===== config.mk =====
export PLATFORM = sky130hd
export DESIGN_NAME = safety_supervisor_scheduler
export DESIGN_NICKNAME = d
export VERILOG_FILES = /design/src/rtl/ssched_pkg.sv /design/src/rtl/safety_supervisor_scheduler.sv /design/src/rtl/ssched_cfg.sv /design/src/rtl/ssched_core.sv
export SDC_FILE = /design/constraint.sdc
export NUM_CORES = 1
export LEC_CHECK = 0
export BUFFER_PORTS_ARGS = -buffer_cell sky130_fd_sc_hd__buf_2
export CAP_MARGIN = 0
export CELL_PAD_IN_SITES_DETAIL_PLACEMENT = 0
export CELL_PAD_IN_SITES_GLOBAL_PLACEMENT = 1
export CORE_MARGIN = 8
export CORE_UTILIZATION = 49
export DETAILED_ROUTE_END_ITERATION = 8
export GPL_TIMING_DRIVEN = 0
export PLACE_DENSITY_LB_ADDON = 0.1
export SKIP_LAST_GASP = 1
export SYNTH_ARGS = -nofsm -noshare
export SYNTH_HDL_FRONTEND = slang
export SYNTH_HIERARCHICAL = 1
export SYNTH_SLANG_ARGS = --single-unit

===== constraint.sdc =====
create_clock -name clk -period 5.75 [get_ports clk]
set_clock_uncertainty 0.1 [all_clocks]
set_input_delay 0 -clock clk [delete_from_list [all_inputs] [get_ports clk]]
set_output_delay 0 -clock clk [all_outputs]
set_load 0.01 [all_outputs]

===== src/rtl/ssched_pkg.sv =====
package ssched_pkg;

    // command codes carried by each transaction
    typedef enum logic [2:0] {
        OP_TICK           = 3'd0,
        OP_HEARTBEAT      = 3'd1,
        OP_PANIC          = 3'd2,
        OP_CLEAR_PANIC    = 3'd3,
        OP_CLEAR_FAILSAFE = 3'd4,
        OP_SET_BREATH     = 3'd5,
        OP_EXT_FAILSAFE   = 3'd6,
        OP_START          = 3'd7
    } opcode_t;

    // configuration register indexes
    localparam logic [1:0] REG_HB_TIMEOUT  = 2'd0;
    localparam logic [1:0] REG_TASK_PERIOD = 2'd1;
    localparam logic [1:0] REG_BREATH_THR  = 2'd2;

    // configuration reset values
    localparam logic [30:0] HB_TIMEOUT_RST  = 31'd5000;
    localparam logic [15:0] TASK_PERIOD_RST = 16'd100;
    localparam logic [15:0] BREATH_THR_RST  = 16'd100;

    // failsafe causes
    localparam logic [1:0] CAUSE_NONE   = 2'd0;
    localparam logic [1:0] CAUSE_HB     = 2'd1;
    localparam logic [1:0] CAUSE_BREATH = 2'd2;
    localparam logic [1:0] CAUSE_OTHER  = 2'd3;

    // safety actions
    localparam logic [1:0] ACT_NONE     = 2'd0;
    localparam logic [1:0] ACT_PANIC    = 2'd1;
    localparam logic [1:0] ACT_FAILSAFE = 2'd2;
    localparam logic [1:0] ACT_OFF      = 2'd3;

    // pid task choice
    localparam logic [1:0] TASK_NONE     = 2'd0;
    localparam logic [1:0] TASK_AUTOTUNE = 2'd1;
    localparam logic [1:0] TASK_EQUIL    = 2'd2;
    localparam logic [1:0] TASK_CONTROL  = 2'd3;

    // event codes
    localparam logic [2:0] EVT_NONE         = 3'd0;
    localparam logic [2:0] EVT_FS_TRIGGERED = 3'd1;
    localparam logic [2:0] EVT_BREATH_CLR   = 3'd2;
    localparam logic [2:0] EVT_PANIC        = 3'd3;
    localparam logic [2:0] EVT_HB_RECOVERED = 3'd4;

    typedef struct packed {
        logic [2:0]  opcode;
        logic [31:0] now_ms;
        logic [15:0] breath_rate;
        logic        autotune_on;
        logic        equilibrium_on;
        logic        control_on;
        logic        flag_value;
        logic [1:0]  failsafe_cause_in;
    } item_t;

    typedef struct packed {
        logic       failsafe_active;
        logic [1:0] failsafe_cause;
        logic       panic_active;
        logic [1:0] safety_action;
        logic       run_periodic;
        logic [1:0] pid_task;
        logic [2:0] event_code;
    } result_t;

    typedef struct packed {
        logic [30:0] hb_timeout;
        logic [15:0] task_period;
        logic [15:0] breath_thr;
    } cfg_t;

endpackage


===== src/rtl/safety_supervisor_scheduler.sv =====
// a transaction is captured in the input register, stepped by the supervisor core and
// captured in the result register, which drives the outputs
// throughput: one transaction per cycle while out_stall is low, set by the state update
// in the supervisor core between the input register and the result register
// reset: asynchronous, active low; clears both stages, the supervisor latches
// and time stamps, enables the breath check and loads the register defaults
module safety_supervisor_scheduler
    import ssched_pkg::*;
(
    input  logic        clk,
    input  logic        rst_n,

    input  logic        cfg_we,
    input  logic [1:0]  cfg_index,
    input  logic [30:0] cfg_data,

    input  logic        in_valid,
    output logic        in_stall,
    input  logic [2:0]  opcode,
    input  logic [31:0] now_ms,
    input  logic [15:0] breath_rate,
    input  logic        autotune_on,
    input  logic        equilibrium_on,
    input  logic        control_on,
    input  logic        flag_value,
    input  logic [1:0]  failsafe_cause_in,

    output logic        out_valid,
    input  logic        out_stall,
    output logic        failsafe_active,
    output logic [1:0]  failsafe_cause,
    output logic        panic_active,
    output logic [1:0]  safety_action,
    output logic        run_periodic,
    output logic [1:0]  pid_task,
    output logic [2:0]  event_code
);

    cfg_t    cfg;
    item_t   in_item;
    item_t   item_reg;
    logic    item_valid_reg, item_valid_next;
    result_t res_reg;
    result_t step_res;
    logic    res_valid_reg, res_valid_next;
    logic    advance;
    logic    step_en;
    logic    in_take;

    ssched_cfg u_cfg (
        .clk       (clk),
        .rst_n     (rst_n),
        .cfg_we    (cfg_we),
        .cfg_index (cfg_index),
        .cfg_data  (cfg_data),
        .cfg       (cfg)
    );

    // pack the incoming transaction
    always_comb
    begin
        in_item.opcode            = opcode;
        in_item.now_ms            = now_ms;
        in_item.breath_rate       = breath_rate;
        in_item.autotune_on       = autotune_on;
        in_item.equilibrium_on    = equilibrium_on;
        in_item.control_on        = control_on;
        in_item.flag_value        = flag_value;
        in_item.failsafe_cause_in = failsafe_cause_in;
    end

    // flow control across the two stages
    assign advance  = !res_valid_reg || !out_stall;
    assign step_en  = item_valid_reg && advance;
    assign in_stall = item_valid_reg && !advance;
    assign in_take  = in_valid && !in_stall;

    assign item_valid_next = in_take || (item_valid_reg && !advance);
    assign res_valid_next  = step_en || (res_valid_reg && out_stall);

    ssched_core u_core (
        .clk    (clk),
        .rst_n  (rst_n),
        .step_en(step_en),
        .item   (item_reg),
        .cfg    (cfg),
        .result (step_res)
    );

    // stage valid flags
    always_ff @(posedge clk or negedge rst_n)
    begin
        if (!rst_n)
        begin
            item_valid_reg <= 1'b0;
            res_valid_reg  <= 1'b0;
        end
        else
        begin
            item_valid_reg <= item_valid_next;
            res_valid_reg  <= res_valid_next;
        end
    end

    // input and result payload registers
    always_ff @(posedge clk)
    begin
        if (in_take)
            item_reg <= in_item;
        if (step_en)
            res_reg <= step_res;
    end

    assign out_valid       = res_valid_reg;
    assign failsafe_active = res_reg.failsafe_active;
    assign failsafe_cause  = res_reg.failsafe_cause;
    assign panic_active    = res_reg.panic_active;
    assign safety_action   = res_reg.safety_action;
    assign run_periodic    = res_reg.run_periodic;
    assign pid_task        = res_reg.pid_task;
    assign event_code      = res_reg.event_code;

endmodule


===== src/rtl/ssched_cfg.sv =====
module ssched_cfg
    import ssched_pkg::*;
(
    input  logic        clk,
    input  logic        rst_n,
    input  logic        cfg_we,
    input  logic [1:0]  cfg_index,
    input  logic [30:0] cfg_data,
    output cfg_t        cfg
);

    cfg_t cfg_reg;
    cfg_t cfg_next;

    // decode register writes, unknown indexes are dropped
    always_comb
    begin
        cfg_next = cfg_reg;
        if (cfg_we)
        begin
            case (cfg_index)
                REG_HB_TIMEOUT:  cfg_next.hb_timeout  = cfg_data;
                REG_TASK_PERIOD: cfg_next.task_period = cfg_data[15:0];
                REG_BREATH_THR:  cfg_next.breath_thr  = cfg_data[15:0];
                default:         cfg_next = cfg_reg;
            endcase
        end
    end

    always_ff @(posedge clk or negedge rst_n)
    begin
        if (!rst_n)
        begin
            cfg_reg.hb_timeout  <= HB_TIMEOUT_RST;
            cfg_reg.task_period <= TASK_PERIOD_RST;
            cfg_reg.breath_thr  <= BREATH_THR_RST;
        end
        else
        begin
            cfg_reg <= cfg_next;
        end
    end

    assign cfg = cfg_reg;

endmodule


===== src/rtl/ssched_core.sv =====
module ssched_core
    import ssched_pkg::*;
(
    input  logic    clk,
    input  logic    rst_n,
    input  logic    step_en,
    input  item_t   item,
    input  cfg_t    cfg,
    output result_t result
);

    logic        fs_on_reg,    fs_on_next;
    logic [1:0]  fs_why_reg,   fs_why_next;
    logic        panic_reg,    panic_next;
    logic        breath_reg,   breath_next;
    logic [31:0] last_hb_reg,  last_hb_next;
    logic [31:0] last_task_reg, last_task_next;

    logic [31:0] hb_elapsed;
    logic [31:0] task_elapsed;
    logic [1:0]  act;
    logic [2:0]  evt;
    logic        periodic;
    logic [1:0]  task_sel;

    assign hb_elapsed   = item.now_ms - last_hb_reg;
    assign task_elapsed = item.now_ms - last_task_reg;

    // one command step against the supervisor state
    always_comb
    begin
        fs_on_next     = fs_on_reg;
        fs_why_next    = fs_why_reg;
        panic_next     = panic_reg;
        breath_next    = breath_reg;
        last_hb_next   = last_hb_reg;
        last_task_next = last_task_reg;
        act            = ACT_NONE;
        evt            = EVT_NONE;
        periodic       = 1'b0;
        task_sel       = TASK_NONE;

        case (opcode_t'(item.opcode))
            OP_TICK:
            begin
                // heartbeat watchdog
                if (hb_elapsed > {1'b0, cfg.hb_timeout} && !panic_reg && !fs_on_reg)
                begin
                    fs_on_next  = 1'b1;
                    fs_why_next = CAUSE_HB;
                    act         = ACT_FAILSAFE;
                    evt         = EVT_FS_TRIGGERED;
                end
                if (panic_reg)
                begin
                    act = ACT_PANIC;
                end
                else if (fs_on_next)
                begin
                    act = ACT_FAILSAFE;
                end
                else if (task_elapsed >= {16'd0, cfg.task_period})
                begin
                    // periodic tasks, latches are both clear here
                    periodic       = 1'b1;
                    last_task_next = item.now_ms;
                    if (breath_reg && item.breath_rate < cfg.breath_thr)
                    begin
                        fs_on_next  = 1'b1;
                        fs_why_next = CAUSE_BREATH;
                        act         = ACT_FAILSAFE;
                        evt         = EVT_FS_TRIGGERED;
                    end
                    if (item.autotune_on)
                        task_sel = TASK_AUTOTUNE;
                    else if (item.equilibrium_on)
                        task_sel = TASK_EQUIL;
                    else if (item.control_on)
                        task_sel = TASK_CONTROL;
                end
            end
            OP_HEARTBEAT:
            begin
                last_hb_next = item.now_ms;
                if (fs_on_reg && fs_why_reg == CAUSE_HB)
                begin
                    fs_on_next  = 1'b0;
                    fs_why_next = CAUSE_NONE;
                    evt         = EVT_HB_RECOVERED;
                end
            end
            OP_PANIC:
            begin
                if (!panic_reg)
                begin
                    panic_next  = 1'b1;
                    fs_on_next  = 1'b0;
                    fs_why_next = CAUSE_NONE;
                    act         = ACT_PANIC;
                    evt         = EVT_PANIC;
                end
            end
            OP_CLEAR_PANIC:
            begin
                panic_next = 1'b0;
                act        = ACT_OFF;
            end
            OP_CLEAR_FAILSAFE:
            begin
                fs_on_next  = 1'b0;
                fs_why_next = CAUSE_NONE;
            end
            OP_SET_BREATH:
            begin
                breath_next = item.flag_value;
                if (!item.flag_value && fs_on_reg && fs_why_reg == CAUSE_BREATH)
                begin
                    fs_on_next  = 1'b0;
                    fs_why_next = CAUSE_NONE;
                    evt         = EVT_BREATH_CLR;
                end
            end
            OP_EXT_FAILSAFE:
            begin
                if (!panic_reg && !fs_on_reg)
                begin
                    fs_on_next  = 1'b1;
                    fs_why_next = (item.failsafe_cause_in == CAUSE_NONE) ?
                                  CAUSE_OTHER : item.failsafe_cause_in;
                    act         = ACT_FAILSAFE;
                    evt         = EVT_FS_TRIGGERED;
                end
            end
            OP_START:
            begin
                fs_on_next     = 1'b0;
                fs_why_next    = CAUSE_NONE;
                last_hb_next   = item.now_ms;
                last_task_next = item.now_ms;
            end
            default:
            begin
                fs_on_next = fs_on_reg;
            end
        endcase
    end

    // supervisor state
    always_ff @(posedge clk or negedge rst_n)
    begin
        if (!rst_n)
        begin
            fs_on_reg     <= 1'b0;
            fs_why_reg    <= CAUSE_NONE;
            panic_reg     <= 1'b0;
            breath_reg    <= 1'b1;
            last_hb_reg   <= 32'd0;
            last_task_reg <= 32'd0;
        end
        else if (step_en)
        begin
            fs_on_reg     <= fs_on_next;
            fs_why_reg    <= fs_why_next;
            panic_reg     <= panic_next;
            breath_reg    <= breath_next;
            last_hb_reg   <= last_hb_next;
            last_task_reg <= last_task_next;
        end
    end

    // result fields
    always_comb
    begin
        result.failsafe_active = fs_on_next;
        result.failsafe_cause  = fs_why_next;
        result.panic_active    = panic_next;
        result.safety_action   = act;
        result.run_periodic    = periodic;
        result.pid_task        = task_sel;
        result.event_code      = evt;
    end

endmodule

* Yosys cells after proc, flatten, opt, wreduce, memory -nomap -nowiden *
Index checks and enable logic that the tools add are counted.

storage, ports and cells
  output and inout bits = 14
  register bits after elaboration = 203

operators by class
  bitwise gates (word level) = 2
  reductions and logical operators = 36
  eq/ne operators = 14
  $add $sub $neg = 2
  order comparisons = 3
  muxes and demuxes = 49

operator list
  operator                                             number
  two-way mux 32 bit                                   3
  case mux 32 bit (2 select lines)                     1
  subtractor 32 bit                                    2
  two-way mux 2 bit                                    20
  >= comparator 32 x 16 -> 1 bit                       1
  greater-than comparator 32 x 31 -> 1 bit             1
  < comparator 16 bit                                  1
  two-way mux 1 bit                                    16
  case mux 3 bit (5 select lines)                      1
  equality test 3 bit, second input constant           4
  two-way mux 3 bit                                    4
  case mux 2 bit (6 select lines)                      1
  logical AND 1 bit                                    11
  AND reduction 2 bit                                  5
  case mux 2 bit (4 select lines)                      1
  zero test 1 bit                                      7
  equality test 3 x 2 -> 1 bit, second input constant  2
  case mux 1 bit (6 select lines)                      1
  AND reduction 5 bit                                  1
  OR reduction 5 bit                                   1
  equality test 2 x 1 -> 1 bit, second input constant  2
  equality test 2 bit, second input constant           2
  zero test 2 bit                                      2
  != test 2 bit, second input constant                 2
  10 further kinds                                     14

* Longest topological paths before layout *
Gate-level depths: netlist (run 1).

  depth after elaboration = 10
  gate-level depth with buffers = 26
  depth with buffers taken out = 25

* Cells and area by module *
Netlist (run 1), hierarchy kept.

by module, submodules not included
  module                       cells an instance  seq. area each (µm²)  instances  area each (µm²)
  ssched_core                  1042               1727.9                1          8702.1
  ssched_cfg                   134                1590.3                1          2372.3
  safety_supervisor_scheduler  77                 2122.0                1          2164.6

* Least setup slack after synthesis (run 1) *
Ideal clock, no wire load.

  path type = flip-flop to flip-flop
  start = register item_reg[22] (netlist bit)
  end = register u_core.last_task_reg[0]
  period minus slack after synthesis = 5.325 ns
  data required time = 5.525 ns
  data arrival time = 5.100 ns
  library setup time = 0.125 ns
  path slack = 0.425 ns
  stages on the path, launching flop included = 25
  path through = edfxtp_1 -> inv_1 -> ha_1 -> inv_1 -> fa_1 -> a21o_1 -> a21oi_1 -> o21bai_1 -> o21ba_2 -> o41ai_1 -> o31ai_1 -> a21oi_1 -> o21bai_1 -> a21oi_1 -> xnor2_1 -> ha_1 -> a21o_1 -> a21o_1 -> a221oi_1 -> a211oi_1 -> o31ai_1 -> and2_0 -> a32o_2 -> buf_6 -> mux2_4

between the ends
  word-level cells in the longest chain between the ends = 8
  elaborated cells on any way between the ends = 15
  those cells by class = add/sub: 2; order compare: 2; eq/ne: 2; mux: 6; reduce/logical: 3

RTL lines
  what                                      RTL line                            RTL
  from (decl)                               safety_supervisor_scheduler.sv:41   item_t item_reg;
  from (signal assigned)                    safety_supervisor_scheduler.sv:109  item_reg <= in_item;
  subtractor 32 bit                         ssched_core.sv:26                   assign hb_elapsed = item.now_ms - last_hb_reg;
  greater-than comparator 32 x 31 -> 1 bit  ssched_core.sv:47                   if (hb_elapsed > {1'b0, cfg.hb_timeout} && !panic_reg && !fs_on_reg)
  logical AND 1 bit (2 in a row)            ssched_core.sv:47
  two-way mux 1 bit                         ssched_core.sv:47
  two-way mux 1 bit                         ssched_core.sv:43                   case (opcode_t'(item.opcode))
  != test 2 bit (no line)                   --
  AND reduction 5 bit (no line)             --
  to (signal assigned)                      ssched_core.sv:167                  last_task_reg <= last_task_next;
  to (decl)                                 ssched_core.sv:17                   logic [31:0] last_task_reg, last_task_next;

Several ways; a longest one is shown, not always the timed one. The select of a mux whose other input is x is not followed.
A chain may end at the register's enable or synchronous reset.

* Worst setup path in the final report (run 1) *
  start = register item_reg[22] (netlist bit)
  end = register u_core.last_task_reg[22]

between the ends
  word-level cells in the longest chain between the ends = 8
  elaborated cells on any way between the ends = 11
  those cells by class = add/sub: 2; order compare: 2; eq/ne: 2; mux: 2; reduce/logical: 3

RTL lines
  what                                      RTL line
  subtractor 32 bit                         ssched_core.sv:26
  greater-than comparator 32 x 31 -> 1 bit  ssched_core.sv:47
  logical AND 1 bit (2 in a row)            ssched_core.sv:47
  two-way mux 1 bit                         ssched_core.sv:47
  two-way mux 1 bit                         ssched_core.sv:43
  != test 2 bit (no line)                   --
  AND reduction 5 bit (no line) (*)         --

Mark *: on every way between the ends. The rest lies on a longest branch, timed or not. The select of a mux whose other input is x is not followed.

==> flow_metrics.env, run 1 <==
export IMPL_endpoint_kind="flop"
export IMPL_die_y_um=180
export IMPL_ant_nets=0
export IMPL_min_path_cells=2
export IMPL_arrival_ps=5930
export IMPL_relSlewSlack_pct=42.3
export IMPL_final_setup_tns_ps=0
export IMPL_hold_viol=0
export IMPL_num_vias=10400
export IMPL_drive_above_1_share_pct=26.2
export IMPL_tritoncts="built"
export IMPL_worst_pin_slew_ps=866
export IMPL_cp_cell_sequence="inv_2 -> ha_4 -> inv_1 -> fa_2 -> a211oi_2 -> o21a_2 -> buf_4 -> o22ai_2 -> nor2_2 -> xnor2_2 -> ha_1 -> a21oi_2 -> nand2_1 -> a22o_1 -> a2111oi_4 -> o2111ai_1 -> a2111oi_2 -> nand4_1 -> or4_4 -> a32o_2 -> buf_4 -> buf_12 -> mux2_4"
export IMPL_leakagePower_nw=7.69
export IMPL_worst_r2r_endpoint="u_core/last_task_reg[22]$_DFFE_PN0P_"
export IMPL_ys_seq_elements=203
export IMPL_clkLatencyLatePin_ps=540
export IMPL_grt_use_total_pct=20.9
export IMPL_first_iter_violations=560
export IMPL_setup_violations_final=0
export IMPL_ys_types=86
export IMPL_ys_async_sr_fraction_pct=66.0
export IMPL_hold_end="item_reg[54]$_DFFE_PP_"
export IMPL_crit_path_max_fanout=10
export IMPL_largest_register_ffs=63
export IMPL_hp_class="input port to flop"
export IMPL_place_hpwl_um=25000
export IMPL_portBuffers=108
export IMPL_grt_pass1_vias=10300
export IMPL_fmax_mhz=178
export IMPL_cp_data_required_time_ps=6060
export IMPL_ff2ff_setup_slack_ps=130
export IMPL_timing_final_crit_share_pct=97.8
export IMPL_coreArea_um2=26700
export IMPL_path_class="flop to flop"
export IMPL_syn_mean_instance_area_um2=10.6
export IMPL_synth_seq_area_share_pct=41.1
export IMPL_overflow=0
export IMPL_syn_area_um2=13200
export IMPL_drc=0
export IMPL_r2r_cells=23
export IMPL_via_per_inst=5.46
export IMPL_rsz0062_at_grt="yes"
export IMPL_cts_sinks=203
export IMPL_ys_warn_count=6
export IMPL_outcome="finished clean"
export IMPL_gp_congestion=0.888
export IMPL_syn_nets=1478
export IMPL_crit_start="item_reg[22]$_DFFE_PP_"
export IMPL_cts_buffers_inserted=25
export IMPL_grt_max_degree=75
export IMPL_initial_utilization_pct=49.5
export IMPL_finalMaxSlewViolations=0
export IMPL_maxCapViolations=0
export IMPL_rr_startpoint="item_reg[22]$_DFFE_PP_"
export IMPL_num_nets_final=1761
export IMPL_antenna_found_initial=0
export IMPL_htree_levels=1
export IMPL_clkTransAtPathRegs_ps=60
export IMPL_hp_start="opcode[0]"
export IMPL_diodes=0
export IMPL_yosys_most_used_dff="dfrtp_1"
export IMPL_grt_pass1_wl_um=55200
export IMPL_routedWlPerCell_um=18.3
export IMPL_areaGrowthSynthToFinish_pct=26.7
export IMPL_power_density_nw_per_um2=463
export IMPL_min_period_ps=5620
export IMPL_cpMaxStageDelayCell="or4_4"
export IMPL_synth_edf_count=69
export IMPL_slowest_delay_ps=580
export IMPL_nFillCells=2178
export IMPL_synthCells=1253
export IMPL_fp_row_count=60
export IMPL_cts_max_path_buffers=3
export IMPL_vdd_drop_max_uv=236
export IMPL_ioPinCount=109
export IMPL_die_area_um2=32500
export IMPL_finish_utilization_pct=62.8
export IMPL_drt_pass1_iter_count=5
export IMPL_cts_root_buf="clkbuf_16"
export IMPL_cpMostUsedCell="buf_4"
export IMPL_die_x_um=180
export IMPL_route_final_wire_length_um=34600
export IMPL_start_kind="flop"
report_power, final:
group	internal, W	switching, W	total (W)
Sequential	0.00184	0.000192	0.00203
Clock	0.000946	0.000623	0.00157
Combinational	0.00191	0.00225	0.00416
metal layers:
metal	wire length, um	up-vias	share of wire (%)	global-route usage, %
met4	473	0	1.4	4.43
met2	16000	224	46	33.4
li1	-	5107	-	-
met3	1920	38	5.5	3.57
met1	16200	4981	47	29.3
met5	0	-	0	0
layout make-up:
type                       count  area (um2)  share of cell area, %
timing repair buffer         260        2040                   12.1
clock inverter                10         115                  0.686
clock buffer                  36         707                   4.21
multi-input combinational    857        7250                   43.2
tap                          341         427                   2.54
inverter                     155         582                   3.47
sequential                   203        5440                   32.4
buffer                        34         225                   1.34
logic make-up (layout without fill, tap and decap cells):
group,after synthesis,in the layout,share of synthesized area (%)
and+or+nand+nor,241,241,9.47
DFF,203,203,41.1
muxes,135,135,12.3
AOI/OAI and AO/OA,303,303,15.6
xor gates and xnor gates,48,48,3.18
adders and majority gates,130,130,12.4
buffers and inverters,193,495,6.03
cells in the final DEF (no fill, tap or decap), types with 25 or more instances in the layout:
cell             n
o21ai_0         40
buf_2          116
edfxtp_1        69
inv_1          154
nor2_1          50
buf_4           43
a21oi_1         70
ha_1           124
dlygate4sd3_1  114
clkbuf_16       25
mux2_4          30
dfrtp_1        122
mux2_2          97
xnor2_1         31
nand2_1         62
a21o_1          34
critical path: cells and delay by family, from the launching register on:
family	cells	cell delay [ps]
fa+ha+maj	3	890
simple gates	4	920
mux	1	300
compound gates	9	2090
flops	1	460
buf+inv	5	650
xor+xnor	1	90
what timing repair did:
action                                  in CTS  in global routing
hold buffers                               115                  0
endpoints found under the setup margin      43                 37
gates resized for setup                     24                 36
hold endpoints to repair                   266                  0
setup buffers                               13                 21
pin swaps                                    9                 36
gates cloned                                 1                  0
through the flow:
stage / hold WS (ps) / instances / power, W / worst slack (ps) / instance area [um2]
after global routing: 52.7 / 1896 / 0.00838 / -62.5 / 16800
after global placement: 76.6 / 1702 / 0.00568 / -1060 / 14200
after CTS: 45.0 / 1879 / 0.00757 / 0.0684 / 16500
after floorplan: -396 / 1253 / 0.00485 / 425 / 13200
after detailed placement: -88.1 / 1704 / 0.00574 / -1090 / 14200
final: 70.3 / 1896 / 0.00776 / 127 / 16800
worst max-delay path by stage:
stage                                                      end  slack, ps  cells past startpoint
after floorplan            u_core/last_task_reg[0]$_DFFE_PN0P_        420                     24
after global placement    u_core/last_task_reg[24]$_DFFE_PN0P_      -1060                     24
after detailed placement  u_core/last_task_reg[27]$_DFFE_PN0P_      -1090                     24
after CTS                 u_core/last_task_reg[22]$_DFFE_PN0P_       0.07                     26
after global routing      u_core/last_task_reg[15]$_DFFE_PN0P_        -60                     23
final                     u_core/last_task_reg[22]$_DFFE_PN0P_        130                     23
synth_stat cells, types with 12 or more instances:
cell      number  area (um2)
a21o_1        34         255
a211oi_1      16         120
ha_1         128        1600
mux2_2        97        1090
xnor2_1       33         289
edfxtp_1      69        2070
nand2_1       62         233
xor2_1        15         131
nor2_1        51         191
nor3_1        12        60.1
dfstp_2       12         315
inv_1        155         582
o21ai_0       44         220
o21bai_1      13        97.6
o21a_1        16         120
mux2_4        30         450
nand4_1       22         138
nand2b_1      15        93.8
clkbuf_1      12        45.0
nand3_1       24         120
dfrtp_1      122        3050
a21oi_1       81         405
Power figures use the tool's default switching activity.
==> inputs of run 2 (changes only) <==
--- a/config.mk
+++ b/config.mk
@@ -10,7 +10,7 @@
 export CELL_PAD_IN_SITES_DETAIL_PLACEMENT = 0
 export CELL_PAD_IN_SITES_GLOBAL_PLACEMENT = 1
 export CORE_MARGIN = 8
-export CORE_UTILIZATION = 49
+export CORE_UTILIZATION = 44
 export DETAILED_ROUTE_END_ITERATION = 8
 export GPL_TIMING_DRIVEN = 0
 export PLACE_DENSITY_LB_ADDON = 0.1
==> constraint.sdc (replaced) <==
create_clock -name clk -period 4.52 [get_ports clk]
set_clock_uncertainty 0.1 [all_clocks]
set_input_delay 0 -clock clk [delete_from_list [all_inputs] [get_ports clk]]
set_output_delay 0 -clock clk [all_outputs]
set_load 0.01 [all_outputs]
==> flow_metrics.env, run 2 (synthesis gave the netlist of run 1 again) <==
export IMPL_num_nets_final=1773
export IMPL_route_final_wire_length_um=35200
export IMPL_hp_start="now_ms[0]"
export IMPL_die_area_um2=35900
export IMPL_die_y_um=189
export IMPL_dp_slack_ps=-1680
export IMPL_ff2ff_setup_slack_ps=-920
export IMPL_ioPinCount=109
export IMPL_timing_final_crit_share_pct=120
export IMPL_hold_end="item_reg[22]$_DFFE_PP_"
export IMPL_leakagePower_nw=7.77
export IMPL_cts_sinks=203
export IMPL_cp_data_required_time_ps=4830
export IMPL_rr_startpoint="item_reg[22]$_DFFE_PP_"
export IMPL_min_period_ps=5440
export IMPL_final_common_cell="inv_1"
export IMPL_cpMaxStageDelayCell="edfxtp_1"
export IMPL_via_per_inst=5.27
export IMPL_num_vias=10300
export IMPL_first_iter_violations=510
export IMPL_coreArea_um2=29600
export IMPL_finalMaxSlewViolations=0
export IMPL_clkTransAtPathRegs_ps=60
export IMPL_areaGrowthSynthToFinish_pct=28.9
export IMPL_place_hpwl_um=25800
export IMPL_nFillCells=2619
export IMPL_clkLatencyLatePin_ps=530
export IMPL_seq_area_um2=5440
export IMPL_grt_use_total_pct=19.4
export IMPL_overflow=0
export IMPL_critPathBufInv=5
export IMPL_fmax_mhz=184
export IMPL_ant_nets=0
export IMPL_gp_congestion=0.879
export IMPL_portBuffers=108
export IMPL_outcome="finished with violations"
export IMPL_path_delay_family="compound AO/OA/AOI/OAI gates"
export IMPL_initial_utilization_pct=44.7
export IMPL_setup_ws_ps=-916
export IMPL_hp_class="input port to flop"
export IMPL_drt_pass1_iter_count=5
export IMPL_largest_register_ffs=63
export IMPL_die_x_um=189
export IMPL_maxCapViolations=0
export IMPL_antenna_found_initial=0
export IMPL_diodes=0
export IMPL_tritoncts="built"
export IMPL_min_path_cells=2
export IMPL_setup_violations_final=43
export IMPL_violations="setup timing"
export IMPL_holdWs_ps=76.5
export IMPL_grt_pass1_vias=10600
export IMPL_rsz0062_at_grt="yes"
export IMPL_fp_row_count=63
export IMPL_final_setup_tns_ps=-35780
export IMPL_cts_buffers_inserted=25
export IMPL_arrival_ps=5740
export IMPL_mostFrequentLayoutCells="152 x inv_1, 123 x ha_1, 122 x dfrtp_1, 116 x buf_2, 115 x dlygate4sd3_1"
export IMPL_drive_above_1_share_pct=28.0
export IMPL_relSlewSlack_pct=42.1
export IMPL_cts_max_path_buffers=3
export IMPL_drc=0
export IMPL_grt_pass1_wl_um=56600
export IMPL_multiInputGateArea_um2=7330
export IMPL_crit_path_max_fanout=7
export IMPL_start_kind="flop"
export IMPL_cts_root_buf="clkbuf_16"
export IMPL_grt_max_degree=96
export IMPL_routedWlPerCell_um=18.0
export IMPL_endpoint_kind="flop"
export IMPL_htree_levels=1
export IMPL_hold_viol=0
export IMPL_worst_r2r_endpoint="u_core/last_task_reg[1]$_DFFE_PN0P_"
export IMPL_power_density_nw_per_um2=584
export IMPL_vdd_drop_max_uv=326
export IMPL_cpMostUsedCell="a21o_1"
export IMPL_slowest_delay_ps=470
export IMPL_worst_pin_slew_ps=869
export IMPL_r2r_cells=26
export IMPL_path_class="flop to flop"
## run 2: changes by cell type in the layout (fill, tap and decap cells not counted), moves of 3 or more
cell / previous run / this run
buf_6: 2 / 7
o21ai_1: 5 / 8
buf_4: 43 / 46
o21ai_0: 40 / 37
clkbuf_1: 17 / 13
clkinvlp_4: 1 / 4
## run 2: how the worst max path moves through the flow
stage / start / end / slack (ps) / cells after the start
floorplan: item_reg[28]$_DFFE_PP_ / u_core/last_task_reg[0]$_DFFE_PN0P_ / -470 / 21
CTS: item_reg[22]$_DFFE_PP_ / u_core/last_task_reg[20]$_DFFE_PN0P_ / -840 / 26
finish: item_reg[22]$_DFFE_PP_ / u_core/last_task_reg[1]$_DFFE_PN0P_ / -920 / 26
global placement: item_reg[28]$_DFFE_PP_ / u_core/last_task_reg[25]$_DFFE_PN0P_ / -1700 / 19
global route: item_reg[22]$_DFFE_PP_ / u_core/last_task_reg[0]$_DFFE_PN0P_ / -1140 / 24
detailed placement: item_reg[28]$_DFFE_PP_ / u_core/last_task_reg[24]$_DFFE_PN0P_ / -1680 / 19
## run 2: power by group
part	internal [W]	switching (W)
logic	0.00253	0.00295
clock network	0.00110	0.000803
registers	0.00234	0.000237
## run 2: final cells by class
cell class | count | area share, %
buffer | 31 | 1.21
sequential | 203 | 31.9
clock inverter | 12 | 0.477
tap | 390 | 2.86
timing repair buffer | 275 | 13.1
multi-input combinational | 857 | 42.9
inverter | 155 | 3.41
clock buffer | 34 | 4.16
## run 2: what timing repair did
| action | in CTS | in global routing |
|---|---|---|
| hold buffers | 116 | 0 |
| endpoints found under the hold margin | 256 | 0 |
| pin swaps | 21 | 26 |
| setup buffers | 32 | 15 |
| gates cloned | 1 | 2 |
| endpoints found under the setup margin | 43 | 43 |
| resized for setup | 44 | 29 |
## run 2: per-layer routing
layer	global-route usage [%]	wire length, um	vias to the layer above
li1	-	-	5143
met1	27.8	17500	4954
met2	30.7	15900	162
met3	2.34	1070	50
met4	4.72	747	0
met5	0	0	-
## run 2: metrics by stage
stage               std cells  instance area [um2]  total power [W]  utilization, %
finish                   1957                17100          0.00997            57.6
floorplan                1253                13300          0.00623               -
global placement         1751                14300          0.00735            48.4
CTS                      1945                16800          0.00980            56.6
detailed placement       1753                14400          0.00740            48.5
global route             1957                17100           0.0108            57.6
